===== config.mk =====
export PLATFORM = sky130hd
export DESIGN_NAME = tone_burst_envelope_shaper_unit
export DESIGN_NICKNAME = d
export VERILOG_FILES = /design/src/rtl/tbes_pkg.sv /design/src/rtl/tone_burst_envelope_shaper_unit.sv
export SDC_FILE = /design/constraint.sdc
export NUM_CORES = 1
export LEC_CHECK = 0
export BUFFER_PORTS_ARGS = -buffer_cell sky130_fd_sc_hd__buf_4
export CORE_MARGIN = 2
export CORE_UTILIZATION = 60
export CTS_CLUSTER_DIAMETER = 120
export DETAILED_ROUTE_END_ITERATION = 16
export GPL_ROUTABILITY_DRIVEN = 0
export PLACE_DENSITY_LB_ADDON = 0.05
export SYNTH_ARGS = -nofsm -noshare
export SYNTH_HDL_FRONTEND = slang
export SYNTH_SLANG_ARGS = --single-unit

===== constraint.sdc =====
create_clock -name clk -period 6.5 [get_ports clk]
set_clock_uncertainty 0.2 [all_clocks]
set_input_delay 0 -clock clk [delete_from_list [all_inputs] [get_ports clk]]
set_output_delay 0 -clock clk [all_outputs]
set_load 0.01 [all_outputs]

===== src/rtl/tbes_pkg.sv =====
// Shared constants and types for the tone burst envelope shaper.
package tbes_pkg;

	localparam int RAMP_WIDTH = 12;

	typedef logic [RAMP_WIDTH-1:0] ramp_t;

	// Configuration register indexes
	localparam logic REG_ATTACK  = 1'b0;
	localparam logic REG_RELEASE = 1'b1;

endpackage


===== src/rtl/tone_burst_envelope_shaper_unit.sv =====
// Tone burst envelope shaper: linear attack and release ramps on a sample stream.
//
// Channel  | Dir | Handshake            | Payload
// ---------+-----+----------------------+----------------------------------------
// input    | in  | in_valid / in_stall  | sample_in, first_of_burst, burst_length
// output   | out | out_valid / out_stall| sample_out
// config   | in  | cfg_write            | cfg_index, cfg_data
//
// Each sample is loaded as it enters, then for each active ramp it passes a
// bit-serial shift-add multiply and a restoring divide, and at last the
// result is handed over. Both ramps share one multiply/divide datapath, so
// where both ramps overlap the release ramp is worked after the attack ramp.
// Reset clears the ramp registers, the burst position and the output valid.
// A stalled output holds its transfer; the engine takes the next sample as soon
// as its own result has moved into the output register.
module tone_burst_envelope_shaper_unit #(
	parameter int SAMPLE_WIDTH = 16,
	parameter int LENGTH_WIDTH = 16
) (
	input  logic                           clk,
	input  logic                           arst_n,
	// configuration port
	input  logic                           cfg_write,
	input  logic                           cfg_index,
	input  logic [tbes_pkg::RAMP_WIDTH-1:0] cfg_data,
	// input channel
	input  logic                           in_valid,
	output logic                           in_stall,
	input  logic signed [SAMPLE_WIDTH-1:0] sample_in,
	input  logic                           first_of_burst,
	input  logic [LENGTH_WIDTH-1:0]        burst_length,
	// output channel
	output logic                           out_valid,
	input  logic                           out_stall,
	output logic signed [SAMPLE_WIDTH-1:0] sample_out
);

	localparam int SW   = SAMPLE_WIDTH;
	localparam int LW   = LENGTH_WIDTH;
	localparam int RW   = tbes_pkg::RAMP_WIDTH;
	// width wide enough to compare positions against ramp lengths
	localparam int CW   = (LW > RW) ? LW : RW;
	// product / dividend register width
	localparam int PW   = SW + LW;
	localparam int CNTW = $clog2(PW);

	localparam logic [1:0] ST_IDLE = 2'd0;
	localparam logic [1:0] ST_MUL  = 2'd1;
	localparam logic [1:0] ST_DIV  = 2'd2;
	localparam logic [1:0] ST_DONE = 2'd3;

	localparam logic PH_ATTACK  = 1'b0;
	localparam logic PH_RELEASE = 1'b1;

	// configuration
	tbes_pkg::ramp_t attack_q;
	tbes_pkg::ramp_t release_q;

	// control
	logic [1:0]      state_q;
	logic [LW-1:0]   pos_q;
	logic [CNTW-1:0] cnt_q;
	logic            phase_q;
	logic            do_rel_q;
	logic            out_valid_q;

	// datapath
	logic [SW-1:0]   mag_q;
	logic            neg_q;
	logic [PW-1:0]   prod_q;
	tbes_pkg::ramp_t rem_q;
	tbes_pkg::ramp_t div_q;
	tbes_pkg::ramp_t rel_len_q;
	logic [LW-1:0]   rel_mult_q;
	logic [SW-1:0]   out_q;

	// ---------------------------------------------------------------------
	// Decode of the incoming sample
	// ---------------------------------------------------------------------
	logic            in_xfer;
	logic [LW-1:0]   pos_cur;
	tbes_pkg::ramp_t att_len;
	tbes_pkg::ramp_t rel_len;
	logic            in_attack;
	logic            in_release;
	logic [LW-1:0]   rel_floor;
	logic [LW-1:0]   rel_mult;
	logic [SW-1:0]   in_mag;
	logic            len_below_att;
	logic            len_below_rel;

	assign in_xfer  = in_valid && !in_stall;
	assign pos_cur  = first_of_burst ? '0 : pos_q;

	// clamp both ramps to the burst length; a clamped value fits the ramp width
	assign len_below_att = CW'(burst_length) < CW'(attack_q);
	assign len_below_rel = CW'(burst_length) < CW'(release_q);
	assign att_len = len_below_att ? RW'(burst_length) : attack_q;
	assign rel_len = len_below_rel ? RW'(burst_length) : release_q;

	assign in_attack  = CW'(pos_cur) < CW'(att_len);
	assign rel_floor  = burst_length - LW'(rel_len);
	assign in_release = (rel_len != '0) && (pos_cur < burst_length)
		&& (pos_cur >= rel_floor);
	assign rel_mult   = burst_length - LW'(1) - pos_cur;

	// work on the magnitude; truncation toward zero then keeps the sign apart
	assign in_mag = sample_in[SW-1] ? (SW'(0) - $unsigned(sample_in)) : $unsigned(sample_in);

	// ---------------------------------------------------------------------
	// Serial arithmetic steps
	// ---------------------------------------------------------------------
	logic [SW:0]   mul_sum;
	logic [RW:0]   div_trial;
	logic [RW:0]   div_diff;
	logic          div_ge;
	logic [SW-1:0] result;

	// shift-add: add the multiplicand into the upper half when the low bit is set
	assign mul_sum   = {1'b0, prod_q[PW-1:LW]} + (prod_q[0] ? {1'b0, mag_q} : '0);
	// restoring divide: bring in one dividend bit, subtract when it fits
	assign div_trial = {rem_q, prod_q[PW-1]};
	assign div_diff  = div_trial - {1'b0, div_q};
	assign div_ge    = div_trial >= {1'b0, div_q};

	assign result = neg_q ? (SW'(0) - mag_q) : mag_q;

	// ---------------------------------------------------------------------
	// Configuration registers
	// ---------------------------------------------------------------------
	always_ff @(posedge clk or negedge arst_n) begin
		if (!arst_n) begin
			attack_q  <= '0;
			release_q <= '0;
		end else if (cfg_write) begin
			case (cfg_index)
				tbes_pkg::REG_ATTACK:  attack_q  <= cfg_data;
				tbes_pkg::REG_RELEASE: release_q <= cfg_data;
				default: ;
			endcase
		end
	end

	// ---------------------------------------------------------------------
	// Sequencer: accept, multiply, divide, repeat for the release ramp where both apply, hand off
	// ---------------------------------------------------------------------
	always_ff @(posedge clk or negedge arst_n) begin
		if (!arst_n) begin
			state_q     <= ST_IDLE;
			pos_q       <= '0;
			cnt_q       <= '0;
			phase_q     <= PH_ATTACK;
			do_rel_q    <= 1'b0;
			out_valid_q <= 1'b0;
		end else begin
			// raise the output when a finished result moves in, drop it once taken
			if (state_q == ST_DONE && (!out_valid_q || !out_stall))
				out_valid_q <= 1'b1;
			else if (out_valid_q && !out_stall)
				out_valid_q <= 1'b0;

			case (state_q)
				ST_IDLE: begin
					if (in_xfer) begin
						// advance the burst position, saturating at all ones
						pos_q    <= (pos_cur != '1) ? pos_cur + LW'(1) : pos_cur;
						do_rel_q <= in_release;
						cnt_q    <= CNTW'(LW - 1);
						if (in_attack) begin
							phase_q <= PH_ATTACK;
							state_q <= ST_MUL;
						end else if (in_release) begin
							phase_q <= PH_RELEASE;
							state_q <= ST_MUL;
						end else begin
							state_q <= ST_DONE;
						end
					end
				end
				ST_MUL: begin
					if (cnt_q == '0) begin
						cnt_q   <= CNTW'(PW - 1);
						state_q <= ST_DIV;
					end else begin
						cnt_q <= cnt_q - CNTW'(1);
					end
				end
				ST_DIV: begin
					if (cnt_q == '0) begin
						if (phase_q == PH_ATTACK && do_rel_q) begin
							phase_q <= PH_RELEASE;
							cnt_q   <= CNTW'(LW - 1);
							state_q <= ST_MUL;
						end else begin
							state_q <= ST_DONE;
						end
					end else begin
						cnt_q <= cnt_q - CNTW'(1);
					end
				end
				ST_DONE: begin
					// hold until the output register is free or being emptied
					if (!out_valid_q || !out_stall)
						state_q <= ST_IDLE;
				end
				default: state_q <= ST_IDLE;
			endcase
		end
	end

	// ---------------------------------------------------------------------
	// Datapath registers
	// ---------------------------------------------------------------------
	always_ff @(posedge clk) begin
		case (state_q)
			ST_IDLE: begin
				if (in_xfer) begin
					mag_q      <= in_mag;
					neg_q      <= sample_in[SW-1];
					rem_q      <= '0;
					rel_len_q  <= rel_len;
					rel_mult_q <= rel_mult;
					if (in_attack) begin
						prod_q <= {SW'(0), pos_cur};
						div_q  <= att_len;
					end else begin
						prod_q <= {SW'(0), rel_mult};
						div_q  <= rel_len;
					end
				end
			end
			ST_MUL: begin
				prod_q <= {mul_sum, prod_q[LW-1:1]};
			end
			ST_DIV: begin
				if (cnt_q == '0) begin
					// quotient is complete in the low bits after the last shift
					mag_q <= {prod_q[SW-2:0], div_ge};
				end
				if (cnt_q == '0 && phase_q == PH_ATTACK && do_rel_q) begin
					// load the release ramp operands
					prod_q <= {SW'(0), rel_mult_q};
					div_q  <= rel_len_q;
					rem_q  <= '0;
				end else begin
					rem_q  <= div_ge ? div_diff[RW-1:0] : div_trial[RW-1:0];
					prod_q <= {prod_q[PW-2:0], div_ge};
				end
			end
			ST_DONE: begin
				if (!out_valid_q || !out_stall)
					out_q <= result;
			end
			default: ;
		endcase
	end

	assign in_stall   = (state_q != ST_IDLE);
	assign out_valid  = out_valid_q;
	assign sample_out = $signed(out_q);

endmodule

==> summary.txt <==
Place
  • Port buffer count: just under 70
  • DP HPWL: 23200 um
  • Inst Count DP: ~1600

Floorplanning
  • Rows: between 50 and 60
  • Core Footprint: just over 0.02 sq mm
  • Die footprint: approximately 0.022 sq mm
  • Die X: ~150 um
  • Die Span Y: between 100 and 150 um
  • I/O Pins: between 60 and 70
  • Initial Util: roughly 62%

STA
  • Min Tclk post-route: about 6 ns
  • Final max-slew violation count: 0
  • Final period util: 94.6%
  • Rel. slew slack: a little under half
  • Hold Vio Cnt, Final: 0
  • Worst hold margin: 0.0383 ns
  • Setup violations, final: 0
  • Max Freq: 0.163 GHz
  • Setup TNS: 0 ns
  • RSZ-0062 raised after global routing: no
  • Least-Margin Pin Slew: roughly 0.76 ns

Power and ir drop
  • Logic gate share of total power: between 40 and 50%
  • Seq pwr share: between 30% and 40%
  • VDD IR max: between 0.15 and 0.2 mV
  • Int Power: around 3.2 mW
  • Lkg Pwr: between 6 and 7 nW
  • Sw Ratio: 38.7%
  • NetSw: a little over 2 mW
  • PD cells: about 360 mW/mm^2
  • Pwr Total: approximately 5.3 mW
  • Share of total power in the clock network: about a fifth

Logic synthesis
  • Number of flops mapped to enable cells by yosys: 117
  • Asr flop ratio synth: between 20% and 30%
  • YS warnings: 0
  • Synth Flop Type: edfxtp_1
  • Seq/Total Area, Yosys: between 30% and 40%
  • Post-Synthesis Cells: 1319
  • #FFs+latches synth: between 150 and 200
  • Most numerous cell in the Yosys netlist: ha_1
  • Synth top area share: between 20 and 30%
  • Most frequent cells after synthesis: ha_1, edfxtp_1, nand2_1
  • Unique masters post-synth: 70
  • Synthesized Nets: between 1000 and 1500
  • Synth top area cells: edfxtp_1, ha_1, dfrtp_1
  • Netlist Area Pre-Place: about 0.013 sq mm
  • Synth Area per Inst: around 9.5 sq um
  • Area leader, netlist: edfxtp_1

Detailed routing
  • Via density: 6.06
  • Antenna Nets Post-Route: 0
  • DRC viols: 0
  • DR vias: 10400
  • Drt wl/cell: 19.0 um
  • TritonRoute pass-1 iters: 5
  • Post-Route WL: 32800 um
  • DRT iter0 DRCs: 773

Critical path
  • Crit path max fanout: 9
  • Delay-heaviest family, CP: compound AO/OA/AOI/OAI gates
  • Worst path arrival time: approximately 6.3 ns
  • CP endpoint kind: flip-flop
  • Critical path type: flip-flop to flip-flop
  • Buf/Inv on CP: 2
  • Required @ worst endpoint: roughly 6.6 ns
  • Critical-path top delay cell: dfrtp_1
  • Max stage delay on crit path: about 0.50 ns
  • CP dominant cell by count: ha_1
  • Startpoint Class: flip-flop

Clock network
  • TritonCTS clock tree: yes
  • Clock Path Buffers: 2
  • Clock sinks: 167
  • Setup repair bufs after CTS: 0
  • Clock Latency Late Sink: about 0.44 ns
  • TritonCTS Buffers: 17
  • CTS clk-pin slew, worst paths: around 0.07 ns
  • H-tree levels: 4
  • Clock root buffer: clkbuf_16

Layout
  • Area Growth Syn to Fin: 16.4%
  • N_diodes: 0
  • Nets@finish: approximately 1600
  • Share of cells above drive strength 1: a little under an eighth
  • Final cell count without fillers: approximately 1700

Outcome
  • Status: finished, final reports clean

GRT
  • Antenna violations before repair: 0
  • Vias in the first global route: slightly below 10000
  • First-pass GRT wire length: between 50000 and 60000 um
  • Total track usage: a little under a third
  • Largest net degree at the start of global routing: 72
  • Grt total ovfl: 0

Worst hold path
  • Worst Hold Class: primary input to flip-flop

Job
  • Max Cap Viol: 0
[worst paths after layout]
path	to	slack, ns	cells after the start	startpoint
setup / recovery	phase_q	0.35	25	release_q[2]
hold / removal	rel_len_q[6]	0.04	5	burst_length[6]
setup reg to reg	phase_q	0.35	25	release_q[2]
hold reg to reg	do_rel_q	0.31	1	do_rel_q
max in group asynchronous	release_q[1]	5.44	4	arst_n
min in group asynchronous	pos_q[9]	0.42	4	arst_n
[power by group through the flow]
stage                     Sequential, mW  Clock [mW]  Combinational, mW
final                               1.83        1.10               2.33
after global routing                1.87        1.14               2.58
after CTS                           1.82        1.11               2.30
after detailed placement            1.84           0               2.25
after global placement              1.83           0               2.19
after floorplan                     1.77           0               1.70
[repair_timing]
action | 4_1_cts | 5_1_grt
hold buffers | 67 | 0
hold endpoints to repair | 127 | 0
resized for setup | 0 | 0
[flip-flops by register name (all words and copies together), names as in the netlist, 2 cells and up]
signal      cells
attack_q       12
cnt_q           5
div_q          12
mag_q          16
pos_q          16
prod_q         32
rel_len_q      12
rel_mult_q     16
release_q      12
rem_q          12
sample_out     16
state_q         2
[tightest hold or removal path, stage by stage]
cell	delay, ns
buf_4	0.17
inv_1	0.11
nor2_1	0.12
a21oi_1	0.10
inv_1	0.07
[cell families after synthesis]
kind of cell,after synthesis,share of synthesized area (%)
and+or+nand+nor,375,14.6
AOI/OAI and AO/OA,348,18.3
DFF,167,38.0
buffers and inverters,153,4.76
adders and majority gates,129,13.0
xor gates and xnor gates,83,5.79
muxes,64,5.53
[metrics by stage]
step	area, sq um	setup WS [ns]	utilization [%]
floorplan	12600	0.634	-
global placement	13300	0.655	65.3
detailed placement	13300	0.577	65.3
CTS	14600	0.531	71.8
global route	14600	0.0288	71.8
finish	14600	0.350	71.8
[area by class of cell]
type | instances | area [sq um]
Timing Repair Buffer | 147 | 1290
Multi-Input combinational cell | 999 | 7190
Fill cell | 1538 | 5750
Sequential cell | 167 | 4760
Clock buffer | 17 | 425
Clock inverter | 15 | 199
Tap cell | 270 | 338
Inverter | 108 | 405
[cells in the final DEF, fill, tap and decap left out, drive strengths merged, types with 7 or more instances in the layout]
cell type | synthesis | layout
o21bai | 7 | 7
a211oi | 14 | 14
or3 | 11 | 11
nand3 | 20 | 20
a22o | 15 | 15
nor4 | 11 | 11
nand2b | 24 | 24
dlygate4sd3 | 0 | 66
inv | 108 | 113
a31oi | 9 | 9
xor2 | 24 | 24
a21oi | 75 | 75
nand2 | 111 | 111
a21o | 27 | 27
mux2 | 40 | 40
a211o | 7 | 7
edfxtp | 117 | 117
nand4 | 13 | 13
nor2 | 87 | 87
a22oi | 13 | 13
xnor2 | 59 | 59
buf | 7 | 81
o31ai | 17 | 17
ha | 126 | 126
nor3 | 21 | 21
o21ai | 102 | 102
o21a | 10 | 10
and2 | 28 | 28
mux2i | 24 | 24
nor2b | 23 | 23
clkbuf | 38 | 17
dfrtp | 50 | 50
or2 | 11 | 11
[metal layers]
| layer | up-vias | routed length, um | track usage (%) |
|---|---|---|---|
| li1 | 5025 | - | - |
| met4 | 0 | 971 | 11.1 |
| met1 | 4931 | 14400 | 40.6 |
| met2 | 420 | 15200 | 48.6 |
| met3 | 71 | 2250 | 5.71 |
| met5 | - | 0 | 0 |
(Power assumes the default switching activity.)
